File: src/hw/rtl/mbd_pkg.sv
// shared types, codes and reset values for the multi-button debounce block
package mbd_pkg;

  localparam int BUTTON_COUNT = 8;
  localparam int IDX_W = $clog2(BUTTON_COUNT);

  // register indexes of the configuration port
  localparam logic [1:0] REG_DEBOUNCE = 2'd0;
  localparam logic [1:0] REG_HOLD     = 2'd1;
  localparam logic [1:0] REG_MAP      = 2'd2;

  localparam logic [15:0] DEBOUNCE_RESET = 16'd50;
  localparam logic [15:0] HOLD_RESET     = 16'd500;
  localparam logic [63:0] MAP_RESET      = 64'd0;

  // press state codes
  localparam logic [1:0] ST_IDLE    = 2'd0;
  localparam logic [1:0] ST_PRESSED = 2'd1;
  localparam logic [1:0] ST_HELD    = 2'd2;

  // action codes
  localparam logic [2:0] ACT_NONE         = 3'd0;
  localparam logic [2:0] ACT_TOGGLE_STRIP = 3'd1;
  localparam logic [2:0] ACT_TOGGLE_RELAY = 3'd2;
  localparam logic [2:0] ACT_START_DIM    = 3'd3;
  localparam logic [2:0] ACT_STOP_DIM     = 3'd4;

  localparam logic [7:0] RELAY_MARK = 8'd255;

  // one button's record as kept in the state memory
  typedef struct packed {
    logic [1:0]  press_state;
    logic [31:0] press_start_time;
    logic        last_raw_level;
    logic [31:0] last_change_time;
    logic        stable_level;
  } button_rec_t;

  localparam button_rec_t REC_RESET = '{
    press_state:      ST_IDLE,
    press_start_time: 32'd0,
    last_raw_level:   1'b0,
    last_change_time: 32'd0,
    stable_level:     1'b0
  };

endpackage

File: src/hw/rtl/mbd_if.sv
// sample and result channel interfaces
interface mbd_sample_if;
  logic        valid;
  logic        ready;
  logic [7:0]  button_index;
  logic        pressed_level;
  logic [31:0] time_ms;
  logic        strip_on;

  modport source (output valid, button_index, pressed_level, time_ms, strip_on,
                  input ready);
  modport sink (input valid, button_index, pressed_level, time_ms, strip_on,
                output ready);
endinterface

interface mbd_result_if;
  logic       valid;
  logic       ready;
  logic [2:0] action;
  logic [7:0] target_strip;
  logic [1:0] button_state;
  logic       any_active;

  modport source (output valid, action, target_strip, button_state, any_active,
                  input ready);
  modport sink (input valid, action, target_strip, button_state, any_active,
                output ready);
endinterface

File: src/hw/rtl/multi_button_debounce_hold.sv
// multi-button debounce with press / hold detection, top level
// path: an accepted sample waits in the stage one registers, then the output register
// throughput: one sample per cycle while the output takes results; per-button records
//   sit in an 8-entry memory read at acceptance and written back as the sample leaves
//   stage one, with forwarding
// stalls: the input waits only while stage one holds a sample the output cannot take
// reset: synchronous; clears control, registers to defaults, and per-entry valid
//   bits so every button record reads as idle with zero times
module multi_button_debounce_hold (
  input  logic        clk,
  input  logic        rst,
  input  logic        cfg_we,
  input  logic [1:0]  cfg_index,
  input  logic [63:0] cfg_data,
  mbd_sample_if.sink  sample,
  mbd_result_if.source result
);
  import mbd_pkg::*;

  // configuration registers
  logic [15:0] settle_ms;
  logic [15:0] long_press_ms;
  logic [63:0] strip_map;

  always_ff @(posedge clk) begin
    if (rst) begin
      settle_ms     <= DEBOUNCE_RESET;
      long_press_ms <= HOLD_RESET;
      strip_map     <= MAP_RESET;
    end else if (cfg_we) begin
      unique case (cfg_index)
        REG_DEBOUNCE: settle_ms     <= cfg_data[15:0];
        REG_HOLD:     long_press_ms <= cfg_data[15:0];
        REG_MAP:      strip_map     <= cfg_data;
        default: ;
      endcase
    end
  end

  // handshake and stage control
  logic        s1_valid;
  logic        s1_advance;
  logic        accept;

  assign s1_advance   = s1_valid && (!result.valid || result.ready);
  assign sample.ready = !s1_valid || s1_advance;
  assign accept       = sample.valid && sample.ready;

  // stage one sample registers
  logic [7:0]  s1_index;
  logic        s1_raw;
  logic [31:0] s1_now;
  logic        s1_on;

  always_ff @(posedge clk) begin
    if (rst) begin
      s1_valid <= 1'b0;
    end else if (accept) begin
      s1_valid <= 1'b1;
    end else if (s1_advance) begin
      s1_valid <= 1'b0;
    end
  end

  always_ff @(posedge clk) begin
    if (accept) begin
      s1_index <= sample.button_index;
      s1_raw   <= sample.pressed_level;
      s1_now   <= sample.time_ms;
      s1_on    <= sample.strip_on;
    end
  end

  // state memory, registered read at acceptance
  button_rec_t rec_mem [BUTTON_COUNT];
  button_rec_t mem_q;
  logic              wr_en;
  logic [IDX_W-1:0]  wr_addr;
  button_rec_t       rec_new;

  always_ff @(posedge clk) begin
    if (accept) begin
      mem_q <= rec_mem[sample.button_index[IDX_W-1:0]];
    end
    if (wr_en) begin
      rec_mem[wr_addr] <= rec_new;
    end
  end

  // per-entry valid bits and active flags
  logic [BUTTON_COUNT-1:0] rec_valid;
  logic [BUTTON_COUNT-1:0] active;
  logic [BUTTON_COUNT-1:0] active_next;

  always_ff @(posedge clk) begin
    if (rst) begin
      rec_valid <= '0;
      active    <= '0;
    end else if (wr_en) begin
      rec_valid[wr_addr] <= 1'b1;
      active             <= active_next;
    end
  end

  // write-back at the acceptance edge, missed by the memory read, held while
  // the sample waits in stage one
  logic              fwd_valid;
  logic [IDX_W-1:0]  fwd_addr;
  button_rec_t       fwd_rec;

  always_ff @(posedge clk) begin
    if (rst) begin
      fwd_valid <= 1'b0;
    end else if (accept) begin
      fwd_valid <= wr_en;
    end
  end

  always_ff @(posedge clk) begin
    if (accept && wr_en) begin
      fwd_addr <= wr_addr;
      fwd_rec  <= rec_new;
    end
  end

  // record update for the sample in stage one
  logic [IDX_W-1:0] s1_addr;
  logic             in_range;
  button_rec_t      rec_cur;
  logic [7:0]       strip;
  logic             is_relay;
  logic [31:0]      change_time;
  logic [31:0]      since_change;
  logic [31:0]      since_press;
  logic             stable;
  logic [2:0]       action;

  assign s1_addr  = s1_index[IDX_W-1:0];
  assign in_range = (s1_index < 8'(BUTTON_COUNT));
  assign strip    = strip_map[8*s1_addr +: 8];
  assign is_relay = (strip == RELAY_MARK);

  always_comb begin
    priority if (fwd_valid && fwd_addr == s1_addr) begin
      rec_cur = fwd_rec;
    end else if (rec_valid[s1_addr]) begin
      rec_cur = mem_q;
    end else begin
      rec_cur = REC_RESET;
    end
  end

  // debounce: a level change restarts the timer
  assign change_time  = (s1_raw != rec_cur.last_raw_level) ? s1_now
                                                           : rec_cur.last_change_time;
  assign since_change = s1_now - change_time;
  assign stable       = (since_change > {16'd0, settle_ms}) ? s1_raw
                                                            : rec_cur.stable_level;
  assign since_press  = s1_now - rec_cur.press_start_time;

  // press state machine
  always_comb begin
    rec_new                  = rec_cur;
    rec_new.last_change_time = change_time;
    rec_new.stable_level     = stable;
    rec_new.last_raw_level   = s1_raw;
    action                   = ACT_NONE;
    unique case (rec_cur.press_state)
      ST_IDLE: begin
        if (stable) begin
          rec_new.press_state      = ST_PRESSED;
          rec_new.press_start_time = s1_now;
        end
      end
      ST_PRESSED: begin
        if (stable) begin
          if (!is_relay && since_press >= {16'd0, long_press_ms}) begin
            rec_new.press_state = ST_HELD;
            if (s1_on) begin
              action = ACT_START_DIM;
            end
          end
        end else begin
          rec_new.press_state = ST_IDLE;
          action = is_relay ? ACT_TOGGLE_RELAY : ACT_TOGGLE_STRIP;
        end
      end
      ST_HELD: begin
        if (!stable) begin
          rec_new.press_state = ST_IDLE;
          if (!is_relay) begin
            action = ACT_STOP_DIM;
          end
        end
      end
      default: ;
    endcase
  end

  assign wr_en   = s1_advance && in_range;
  assign wr_addr = s1_addr;

  always_comb begin
    active_next          = active;
    active_next[s1_addr] = (rec_new.press_state == ST_PRESSED) ||
                           (rec_new.press_state == ST_HELD);
  end

  // output register
  always_ff @(posedge clk) begin
    if (rst) begin
      result.valid <= 1'b0;
    end else if (s1_advance) begin
      result.valid <= 1'b1;
    end else if (result.ready) begin
      result.valid <= 1'b0;
    end
  end

  always_ff @(posedge clk) begin
    if (s1_advance) begin
      if (in_range) begin
        result.action       <= action;
        result.target_strip <= strip;
        result.button_state <= rec_new.press_state;
        result.any_active   <= |active_next;
      end else begin
        result.action       <= ACT_NONE;
        result.target_strip <= 8'd0;
        result.button_state <= ST_IDLE;
        result.any_active   <= |active;
      end
    end
  end

endmodule

File: src/flat_wrapper.sv
// flat-port wrapper written by rule: the top's interface ports become plain ports
module multi_button_debounce_hold_flat import mbd_pkg::*;
  (clk, rst, cfg_we, cfg_index, cfg_data, sample_valid, sample_button_index, sample_pressed_level, sample_time_ms, sample_strip_on, sample_ready, result_valid, result_action, result_target_strip, result_button_state, result_any_active, result_ready);
  mbd_sample_if sample_i ();
  mbd_result_if result_i ();
  input  logic clk;
  input  logic rst;
  input  logic cfg_we;
  input  logic [1:0] cfg_index;
  input  logic [63:0] cfg_data;
  input wire logic [$bits(sample_i.valid)-1:0] sample_valid;
  input wire logic [$bits(sample_i.button_index)-1:0] sample_button_index;
  input wire logic [$bits(sample_i.pressed_level)-1:0] sample_pressed_level;
  input wire logic [$bits(sample_i.time_ms)-1:0] sample_time_ms;
  input wire logic [$bits(sample_i.strip_on)-1:0] sample_strip_on;
  output wire logic [$bits(sample_i.ready)-1:0] sample_ready;
  output wire logic [$bits(result_i.valid)-1:0] result_valid;
  output wire logic [$bits(result_i.action)-1:0] result_action;
  output wire logic [$bits(result_i.target_strip)-1:0] result_target_strip;
  output wire logic [$bits(result_i.button_state)-1:0] result_button_state;
  output wire logic [$bits(result_i.any_active)-1:0] result_any_active;
  input wire logic [$bits(result_i.ready)-1:0] result_ready;
  assign sample_i.valid = sample_valid;
  assign sample_i.button_index = sample_button_index;
  assign sample_i.pressed_level = sample_pressed_level;
  assign sample_i.time_ms = sample_time_ms;
  assign sample_i.strip_on = sample_strip_on;
  assign sample_ready = sample_i.ready;
  assign result_valid = result_i.valid;
  assign result_action = result_i.action;
  assign result_target_strip = result_i.target_strip;
  assign result_button_state = result_i.button_state;
  assign result_any_active = result_i.any_active;
  assign result_i.ready = result_ready;
  multi_button_debounce_hold u_core (.clk(clk), .rst(rst), .cfg_we(cfg_we), .cfg_index(cfg_index), .cfg_data(cfg_data), .sample(sample_i), .result(result_i));
endmodule
File: config.mk
export PLATFORM = sky130hd
export DESIGN_NAME = multi_button_debounce_hold_flat
export DESIGN_NICKNAME = d
export VERILOG_FILES = /design/src/hw/rtl/mbd_pkg.sv /design/src/hw/rtl/mbd_if.sv /design/src/hw/rtl/multi_button_debounce_hold.sv /design/src/flat_wrapper.sv
export SDC_FILE = /design/constraint.sdc
export NUM_CORES = 1
export LEC_CHECK = 0
export ABC_AREA = 1
export BUFFER_PORTS_ARGS = -buffer_cell sky130_fd_sc_hd__clkbuf_2
export CAP_MARGIN = 25
export CORE_MARGIN = 1
export CORE_UTILIZATION = 30
export DETAILED_ROUTE_END_ITERATION = 8
export GPL_TIMING_DRIVEN = 0
export PLACE_DENSITY = 0.49
export SLEW_MARGIN = 0
export SYNTH_ARGS = -nofsm -noshare
export SYNTH_HDL_FRONTEND = slang
export SYNTH_SLANG_ARGS = --single-unit
File: constraint.sdc
create_clock -name clk -period 6.3 [get_ports clk]
set_clock_uncertainty 0.1 [all_clocks]
set_input_delay 0.945 -clock clk [delete_from_list [all_inputs] [get_ports clk]]
set_output_delay 0.945 -clock clk [all_outputs]
set_load 0.03 [all_outputs]
==> results of run 1 <==
==> routing by layer <==
metal	up-vias	global-route usage, %	part of all wire, %	wire length [um]
li1	13350	-	-	-
met1	13396	26.5	47	57500
met2	721	30.2	45	54900
met3	165	2.21	5.0	6140
met4	2	5.95	3.1	3820
met5	-	0	0.0090	11
==> worst paths after layout <==
path | from | end | slack, ns | cells after the start
worst min register to register | u_core.strip_map[45] | u_core.strip_map[45] | 0.35 | 2
worst max-delay path | u_core.s1_index[2] | u_core.rec_mem[2][34] | 0.32 | 30
worst max register to register | u_core.s1_index[2] | u_core.rec_mem[2][34] | 0.32 | 30
worst min-delay path | sample_time_ms[22] | u_core.s1_now[22] | 0.34 | 1
==> critical path, delay by kind of cell (launching register included) <==
kind	cells	cell delay (ns)
simple gates	11	1.87
compound gates	8	1.31
buf+inv	8	1.24
fa+ha+maj	2	0.65
flops	1	0.41
xor+xnor	1	0.19
==> metrics by stage <==
step	util [%]	total power (uW)	cell area (sq um)	setup TNS, ns	cells
global route	36.5	13300	45900	-1.39	5634
finish	36.5	12800	45900	0	5638
global placement	32.4	7600	40800	-2143.14	5389
floorplan	-	7130	38100	0	3611
CTS	35.8	12800	45000	0	5608
detailed placement	33.0	7610	41500	-836.31	5424
==> kinds of logic (layout without fill, tap and decap cells) <==
kind of cell    Yosys count  in the layout  share of synthesized area (%)
compound gates          889            889                           13.0
xor+xnor                 43             43                          0.989
fa+ha+maj               100            100                           3.33
buf+inv                 405            778                           4.09
flops                   854            854                           64.3
other cells               0              4                              0
simple gates           1320           1320                           14.3
==> where the power goes <==
part	switching [uW]	leakage [uW]	internal [uW]	total, uW
clock network	2220	0.00139	2940	5160
logic	883	0.00732	449	1330
registers	77.3	0.00774	6260	6340
==> timing repair <==
action	CTS	global route
gates cloned	0	1
pin swaps	13	39
gates resized for setup	153	179
setup endpoints to repair	329	317
setup buffers	22	25
==> state kept, by name, summed over array words and instances (netlist names), 3 cells and up <==
signal	flops
u_core.active	8
u_core.fwd_addr	3
u_core.fwd_rec	68
u_core.long_press_ms	16
u_core.mem_q	68
u_core.rec_mem	544
u_core.rec_valid	8
u_core.result.action	3
u_core.result.target_strip	8
u_core.s1_index	8
u_core.s1_now	32
u_core.settle_ms	16
u_core.strip_map	64
==> final cells by class <==
class                      count  area [sq um]  area share [%]
sequential                   854         24500            53.3
antenna                        4          10.0          0.0218
tap                         1650          2060            4.49
multi-input combinational   2352         13100            28.6
timing repair buffer         211          1670            3.63
clock buffer                 126          2530            5.52
inverter                     236           918            2.00
buffer                       169           823            1.79
clock inverter                36           294           0.640
==> cell usage in the layout, fill, tap and decap left out, drive strengths merged, types with 13 or more instances in the layout <==
cell type    n
nor2       757
o22ai       77
nand3       84
nand4       22
a221oi      13
clkbuf     386
nand2      389
a22o        14
o21ai      444
buf        120
a31oi       75
inv        238
o211ai      14
a21oi      198
or2         26
o21a        24
ha          98
xnor2       13
clkinv      30
dfxtp      115
edfxtp     739
xor2        30
nor3        21
==> key figures, run 1 <==
Status
  – Status: complete, no violations

Floorplan
  – # rows: 130
  – Core footprint: between 100,000 and 150,000 sq um
  – Total die area: ~130,000 sq um
  – Die H: 358 um
  – Initial Utilization: between 30% and 40%
  – I/O pin count: about 130
  – Die Wd: between 300 and 400 um

Setup path
  – Startpoint Class: register
  – CP required: about 6.7 ns
  – CP max FO: 10
  – CP Class: register to register
  – Crit end category: register
  – Max incr delay on CP: between 0.4 and 0.5 ns
  – Slowest stage cell, crit path: edfxtp_1
  – WP data arrival: 6.39 ns

Power and ir drop
  – Leak: ~0.016 uW
  – Worst vdd ir: ~0.20 mV
  – Power Density: around 280 nW/um^2

Clock tree
  – Hold_buf cts: 0
  – Clock buffer depth: 3
  – Clock sink count: 854
  – Worst-path clk slew: approximately 0.060 ns
  – Clock root cell: clkbuf_16
  – H-tree depth: 3
  – CTS tree: yes
  – Latest clock arrival within the worst-skew pair: slightly below 0.7 ns
  – CTS Buf Count: 93

GRT
  – Vias in the first global route: 26,793
  – Initial antenna violation count: 7
  – GR Overflow Total: 0
  – Pin count of the biggest net entering global routing: 78
  – First-pass GRT wire length: about 180 mm
  – GRT Total Usage: about a fifth

Placement
  – Worst slack at placement: -2.81 ns
  – Final HPWL DP: approximately 90 mm
  – GP Congestion: approximately 0.94
  – Port bufs: between 100 and 150

Logic synthesis
  – Seq/Total Area, Yosys: 64.3%
  – Syn_nets: between 3,000 and 4,000
  – Syn Inst Count: roughly 3,600
  – Top cells by area, synth: edfxtp_1 58%, nor2_1 7.4%, dfxtp_1 6.0%, o21ai_0 5.8%, nand2_1 3.6%
  – Synth Area per Inst: around 11 sq um
  – Synth area leader: edfxtp_1
  – Commonest cells post-synth: 753 x nor2_1, 739 x edfxtp_1, 440 x o21ai_0
  – Number of synthesized flops with an enable pin: ~740
  – Yosys cell types: 55
  – Synth top area share: between 50% and 60%
  – Area of the mapped netlist: between 30,000 and 40,000 sq um
  – Async set-reset flop share out of synthesis: 0%
  – Ys Warns: 0
  – Top_reg_cell synth: edfxtp_1
  – Synth Register Bits: ~850
  – Most common cell in the synthesized netlist: nor2_1

Final layout
  – Share of cells above drive strength 1: 15.3%
  – Fill count: 12,561
  – P&R area growth vs syn: 20.7%
  – Final net count: roughly 4,100

Run
  – Max-Cap Viols: 0

Timing
  – Worst hold slack: 0.338 ns
  – Final period utilization: a little over nine tenths
  – Min Tclk post-route: around 6 ns
  – FMAX: about 0.17 GHz
  – Slew Viols, Final: 0
  – Final setup viols: 0
  – Setup ws final: about 0.32 ns
  – Max-slew headroom: about a quarter
  – Final Hold Viols: 0
  – Least-Margin Pin Slew: ~1.1 ns

Route
  – DRC viols: 0
  – DR pass1 iterations: 5
  – Final wirelength: between 100 and 150 mm
  – Wire per inst: between 20 and 25 um
  – Vias per cell: 4.90
  – Vias: 27,634
  – Final ANT Viol Nets: 0
  – Drt first-iter violations: between 2,000 and 2,500

Worst hold path
  – Hold Path Class: primary input to register
Note: power is estimated with default switching activity, not from simulation.
==> run 2, diff against run 1 <==
--- a/config.mk
+++ b/config.mk
@@ -8,11 +8,13 @@
 export ABC_AREA = 1
 export BUFFER_PORTS_ARGS = -buffer_cell sky130_fd_sc_hd__clkbuf_2
 export CAP_MARGIN = 25
+export CELL_PAD_IN_SITES_DETAIL_PLACEMENT = 2
+export CELL_PAD_IN_SITES_GLOBAL_PLACEMENT = 2
 export CORE_MARGIN = 1
 export CORE_UTILIZATION = 30
 export DETAILED_ROUTE_END_ITERATION = 8
 export GPL_TIMING_DRIVEN = 0
-export PLACE_DENSITY = 0.49
+export PLACE_DENSITY = 0.66
 export SLEW_MARGIN = 0
 export SYNTH_ARGS = -nofsm -noshare
 export SYNTH_HDL_FRONTEND = slang
==> run 2 against run 1 <==
  * Combinational power is 7% higher
  * Critical path depth up 5
  * Global-route usage rose by 3.5 points
  * Die area unchanged
  * Wire length rose by 19%
  * Via count up 6.3%
  * Fmax shrank 3.4%
  * Register-to-register slack got worse by 0.21 ns
  * Cell count up 0.85%
  * Hold slack worse by 0.026 ns
  * First-iteration DRC count decreased by 12%
  * Critical path type unchanged
  * Largest cell class unchanged
  * Largest power group unchanged
==> key figures, run 2 (same netlist as run 1, synthesis figures left out) <==
Floorplan
  – Initial Utilization: between 30 and 40%
  – Die H: 358 um
  – Die Wd: around 360 um
  – Core footprint: around 130,000 sq um
  – I/O pin count: between 100 and 150
  – Total die area: approximately 130,000 sq um
  – # rows: 130

Clock tree
  – Hold_buf cts: 0
  – Latest clock arrival within the worst-skew pair: slightly above 0.7 ns
  – CTS Buf Count: ~100
  – Worst-path clk slew: roughly 0.06 ns
  – Clock root cell: clkbuf_16
  – Clock sink count: 854
  – H-tree depth: 3
  – CTS tree: yes
  – Clock buffer depth: 3

Setup path
  – CP required: between 6 and 7 ns
  – WP data arrival: 6.64 ns
  – Crit end category: register
  – Crit path top cell by count: nand2_1
  – Worst r2r src: u_core.s1_index[0]
  – Worst path depth: 35
  – Critical path launch point: u_core.s1_index[0]
  – CP Class: register to register
  – Startpoint Class: register
  – Slowest stage cell, crit path: edfxtp_1
  – Family with the most delay on the worst path: compound AO/OA/AOI/OAI gates
  – Reg-to-reg slack, setup: approximately 0.11 ns
  – Worst setup path endpoint: u_core.rec_mem[2][34]
  – Buf+Inv Stages, Crit Path: 7
  – Max incr delay on CP: between 0.4 and 0.5 ns
  – R2R Path End: u_core.rec_mem[2][34]
  – CP max FO: 10
  – Worst reg2reg path depth: 35

Route
  – Final wirelength: 146 mm
  – DRC viols: 0
  – Vias per cell: ~5.2
  – DR pass1 iterations: 5
  – Vias: 29,374
  – Final ANT Viol Nets: 0
  – Wire per inst: about 26 um
  – Drt first-iter violations: roughly 2,000

Power and ir drop
  – Worst vdd ir: between 0.15 and 0.2 mV
  – Leak: approximately 0.017 uW
  – Power Density: ~290 nW/um^2
  – Total power: about 13,000 uW

Timing
  – Slew Viols, Final: 0
  – Least-Margin Pin Slew: around 1 ns
  – Worst hold slack: between 0.3 and 0.4 ns
  – Min Tclk post-route: 6.19 ns
  – Final period utilization: approximately 98%
  – FMAX: 0.162 GHz
  – Final setup viols: 0
  – Final Hold Viols: 0
  – RSZ-0062 raised after global routing: yes
  – Max-slew headroom: 32.6%

Status
  – Status: complete, no violations

GRT
  – Pin count of the biggest net entering global routing: between 50 and 60
  – First-pass GRT wire length: 209 mm
  – GR Overflow Total: 0
  – Vias in the first global route: between 30,000 and 40,000
  – Initial antenna violation count: 3
  – GRT Total Usage: between 20 and 25%

Final layout
  – Most common cell after layout, fill and taps aside: edfxtp_1
  – Core Util, Final: 37.1%
  – Most frequent cells in the layout: 739 x edfxtp_1, 733 x nor2_1, 400 x o21ai_0
  – P&R area growth vs syn: 22.4%
  – Largest Register: u_core.rec_mem
  – Max FFs per register: around 540
  – Final net count: between 4,000 and 5,000
  – Share of cells above drive strength 1: 15.9%
  – Largest registers: u_core.rec_mem: 544 flops, u_core.fwd_rec: 68 flops, u_core.mem_q: 68 flops

Run
  – Max-Cap Viols: 0

Placement
  – GP Congestion: 0.841
  – Final HPWL DP: about 110 mm
  – Port bufs: roughly 130

Worst hold path
  – Hold Path Class: primary input to register
## run 2: worst min-delay path by stage
stage	start	endpoint	slack, ns	cells after the start
5_1_grt	sample_time_ms[16]	u_core.s1_now[16]	0.28	1
4_1_cts	sample_time_ms[12]	u_core.s1_now[12]	0.26	1
3_5_place_dp	u_core.strip_map[7]	u_core.strip_map[7]	0.35	2
2_1_floorplan	u_core.strip_map[32]	u_core.strip_map[32]	0.33	2
6_report	sample_time_ms[12]	u_core.s1_now[12]	0.31	1
3_3_place_gp	u_core.strip_map[7]	u_core.strip_map[7]	0.34	2
## run 2: cell type report
type / instances / area, sq um
plain buffers: 169 / 866
multi-input cells: 2353 / 13100
diodes: 3 / 7.51
clock buffers: 132 / 2660
flip-flops and latches: 854 / 24500
fillers: 13364 / 79100
repair buffers: 241 / 2040
inverters: 236 / 917
clock inverters: 48 / 463
well taps: 1650 / 2060
## run 2: repair_timing
action                     CTS  global route
setup buffers               32            37
gates cloned                 0             3
pin swaps                   20            44
resized for setup          199           133
setup endpoints to repair  329           318
## run 2: power breakdown
group          internal [uW]  switching (uW)  leakage, uW  total, uW
combinational            466             953      0.00749       1420
clock                   3220            2450      0.00152       5670
sequential              6260            84.7      0.00774       6340
## run 2: metrics by stage
stage / TNS [ns] / instances / worst slack, ns / area (sq um)
floorplan: 0 / 3611 / 0.717 / 38100
finish: 0 / 5686 / 0.108 / 46600
detailed placement: -894.27 / 5429 / -3.04 / 41600
CTS: 0 / 5641 / 0.00107 / 45800
global placement: -2616.46 / 5389 / -3.73 / 40800
global route: -26.29 / 5683 / -0.168 / 46600
## run 2: routing by layer
layer	track usage (%)	routed length, um	up-vias
met3	2.94	5810	190
met4	7.18	4220	0
met2	37.0	69100	585
met1	30.1	66900	15185
met5	0	0	-
li1	-	-	13414
==> run 3, diff against run 2 <==
--- a/config.mk
+++ b/config.mk
@@ -15,6 +15,7 @@
 export DETAILED_ROUTE_END_ITERATION = 8
 export GPL_TIMING_DRIVEN = 0
 export PLACE_DENSITY = 0.66
+export SETUP_SLACK_MARGIN = 0.3
 export SLEW_MARGIN = 0
 export SYNTH_ARGS = -nofsm -noshare
 export SYNTH_HDL_FRONTEND = slang
==> run 3 against run 2 <==
  * The run now ends with setup timing left
  * Cell area grew 4.3%
  * Global-route usage grew 0.71 points
  * Count of clock-buffer cells in the layout is the same
  * Hold slack is essentially flat
  * Total power grew 1.8%
  * Cell count grew 1.7%
  * Sequential share of layout area shrank 2.2 points
  * Highest routed layer is now met5
==> key figures, run 3 (same netlist as run 1, synthesis figures left out) <==
Route
  – DRC viols: 0
  – Wire per inst: 26.7 um
  – Drt first-iter violations: ~2,100
  – Vias: 30,314
  – Final ANT Viol Nets: 0
  – DR pass1 iterations: 5
  – Vias per cell: about 5.2
  – Final wirelength: between 150 and 200 mm

Clock tree
  – Worst-path clk slew: 0.06 ns
  – Clock buffer depth: 3
  – Clock root cell: clkbuf_16
  – H-tree depth: 3
  – CTS tree: yes
  – Latest clock arrival within the worst-skew pair: 0.72 ns
  – CTS Buf Count: about 100
  – Clock sink count: between 800 and 900
  – Hold_buf cts: 0

Power and ir drop
  – Worst vdd ir: about 0.20 mV
  – Leak: ~0.018 uW
  – Power Density: between 200 and 300 nW/um^2

Timing
  – Least-Margin Pin Slew: between 1 and 1.5 ns
  – Min Tclk post-route: between 6 and 7 ns
  – FMAX: roughly 0.16 GHz
  – Setup ws final: -0.0180 ns
  – Max-slew headroom: just over 30%
  – Slew Viols, Final: 0
  – RSZ-0062 raised after global routing: yes
  – Final Hold Viols: 0
  – Final setup viols: 4
  – Setup Total Neg Slack: -0.0388 ns
  – Final period utilization: 100%

Worst hold path
  – Hold Crit Depth: 1
  – Worst hold start: sample_time_ms[12]
  – Worst hold endpoint: u_core.s1_now[12]
  – Hold Path Class: primary input to register

Floorplan
  – Die H: around 360 um
  – Die Wd: about 360 um
  – Initial Utilization: a little under a third
  – Core footprint: between 100,000 and 150,000 sq um
  – # rows: 130
  – Total die area: 128,000 sq um
  – I/O pin count: roughly 130

Final layout
  – Max FFs per register: 544
  – # diodes: 0
  – Register Area: between 20,000 and 25,000 sq um
  – Fill count: roughly 13,000
  – Final net count: 4,267
  – Layout Cells excl Fill: between 5,000 and 6,000
  – Largest Register: u_core.rec_mem
  – Most common cell after layout, fill and taps aside: edfxtp_1
  – Share of cells above drive strength 1: approximately a fifth
  – Most frequent cells in the layout: 739 x edfxtp_1, 706 x nor2_1, 397 x o21ai_0
  – Multi-input logic area: around 14,000 sq um
  – Largest registers: u_core.rec_mem: 544 flops, u_core.fwd_rec: 68 flops, u_core.mem_q: 68 flops
  – P&R area growth vs syn: 27.7%

Run
  – Max-Cap Viols: 0

Setup path
  – CP required: 6.62 ns
  – Slowest stage cell, crit path: edfxtp_1
  – CP Class: register to register
  – Worst r2r src: u_core.s1_index[0]
  – CP max FO: 7
  – WP data arrival: between 6 and 7 ns
  – Max incr delay on CP: approximately 0.4 ns
  – Startpoint Class: register
  – Worst reg2reg path depth: 34
  – Crit end category: register
  – R2R Path End: u_core.rec_mem[7][40]
  – Reg-to-reg slack, setup: -0.02 ns

Status
  – Status: complete, but fails checks
  – Violated checks: setup timing

GRT
  – Initial antenna violation count: 5
  – First-pass GRT wire length: 216 mm
  – Pin count of the biggest net entering global routing: 59
  – GR Overflow Total: 0
  – GRT Total Usage: 23.0%
  – Vias in the first global route: 32,103

Placement
  – Final HPWL DP: ~110 mm
  – Port bufs: between 100 and 150
  – GP Congestion: 0.841
  – Cells after DPL: around 5,400
run 3: changes by cell type in the layout (fill, tap and decap cells not counted), moves of 5 or more:
cell / before / now
a21oi_1: 145 / 134
a21oi_4: 31 / 52
buf_12: 34 / 56
buf_4: 70 / 119
buf_6: 7 / 16
clkbuf_16: 101 / 110
ha_1: 87 / 77
ha_4: 9 / 16
nand2_1: 340 / 331
nand2_4: 5 / 10
nor2_1: 733 / 706
nor2_4: 16 / 39
o21ai_1: 23 / 16
o21ai_4: 7 / 13
run 3: layout make-up:
type                       count  share of cell area, %
multi-input combinational   2364                   28.6
timing repair buffer         330                   6.44
sequential                   854                   50.4
inverter                     236                   1.93
buffer                       169                   2.01
clock buffer                 132                   5.48
tap                         1650                   4.25
clock inverter                48                  0.952
run 3: worst max path at each step:
stage,to,from
finish,u_core.rec_mem[7][40],u_core.s1_index[0]
global route,u_core.result.any_active,u_core.s1_index[0]
detailed placement,u_core.rec_mem[5][59],u_core.s1_index[1]
CTS,u_core.rec_mem[7][48],u_core.s1_index[1]
global placement,u_core.rec_mem[2][37],u_core.s1_index[1]
floorplan,u_core.result.any_active,u_core.s1_index[1]
run 3: through the flow:
step	power, uW	setup slack [ns]	hold slack (ns)	cell area (sq um)	util, %
global placement	7640	-3.73	0.340	40800	32.4
CTS	13600	0.302	0.258	47300	37.6
finish	13700	-0.0180	0.312	48600	38.7
floorplan	7130	0.717	0.330	38100	-
global route	14100	-0.210	0.280	48600	38.7
detailed placement	7680	-3.04	0.349	41600	33.1
run 3: layer usage:
layer / vias up / wire length, um / GRT usage [%]
met1: 15733 / 68600 / 30.8
met2: 706 / 75100 / 39.5
met3: 228 / 6040 / 2.61
li1: 13643 / - / -
met4: 4 / 4330 / 5.80
met5: - / 34 / 0
run 3: power by group:
group	switching (uW)	internal, uW
sequential	91.3	6260
clock	2460	3220
combinational	1050	592
run 3: timing repair:
| item | in CTS | in global routing |
|---|---|---|
| setup buffers | 94 | 57 |
| gates resized for setup | 358 | 155 |
| endpoints found under the setup margin | 329 | 318 |
| pin swaps | 65 | 61 |
| cloned | 7 | 14 |
| hold endpoints to repair | 0 | 0 |
run 3: critical path, delay by kind of cell (launching register included):
kind,cells,cell delay (ns)
DFF,1,0.40
adders and majority gates,2,0.60
xor gates and xnor gates,1,0.11
buffers and inverters,13,1.61
and+or+nand+nor,12,2.04
AOI/OAI and AO/OA,6,1.13
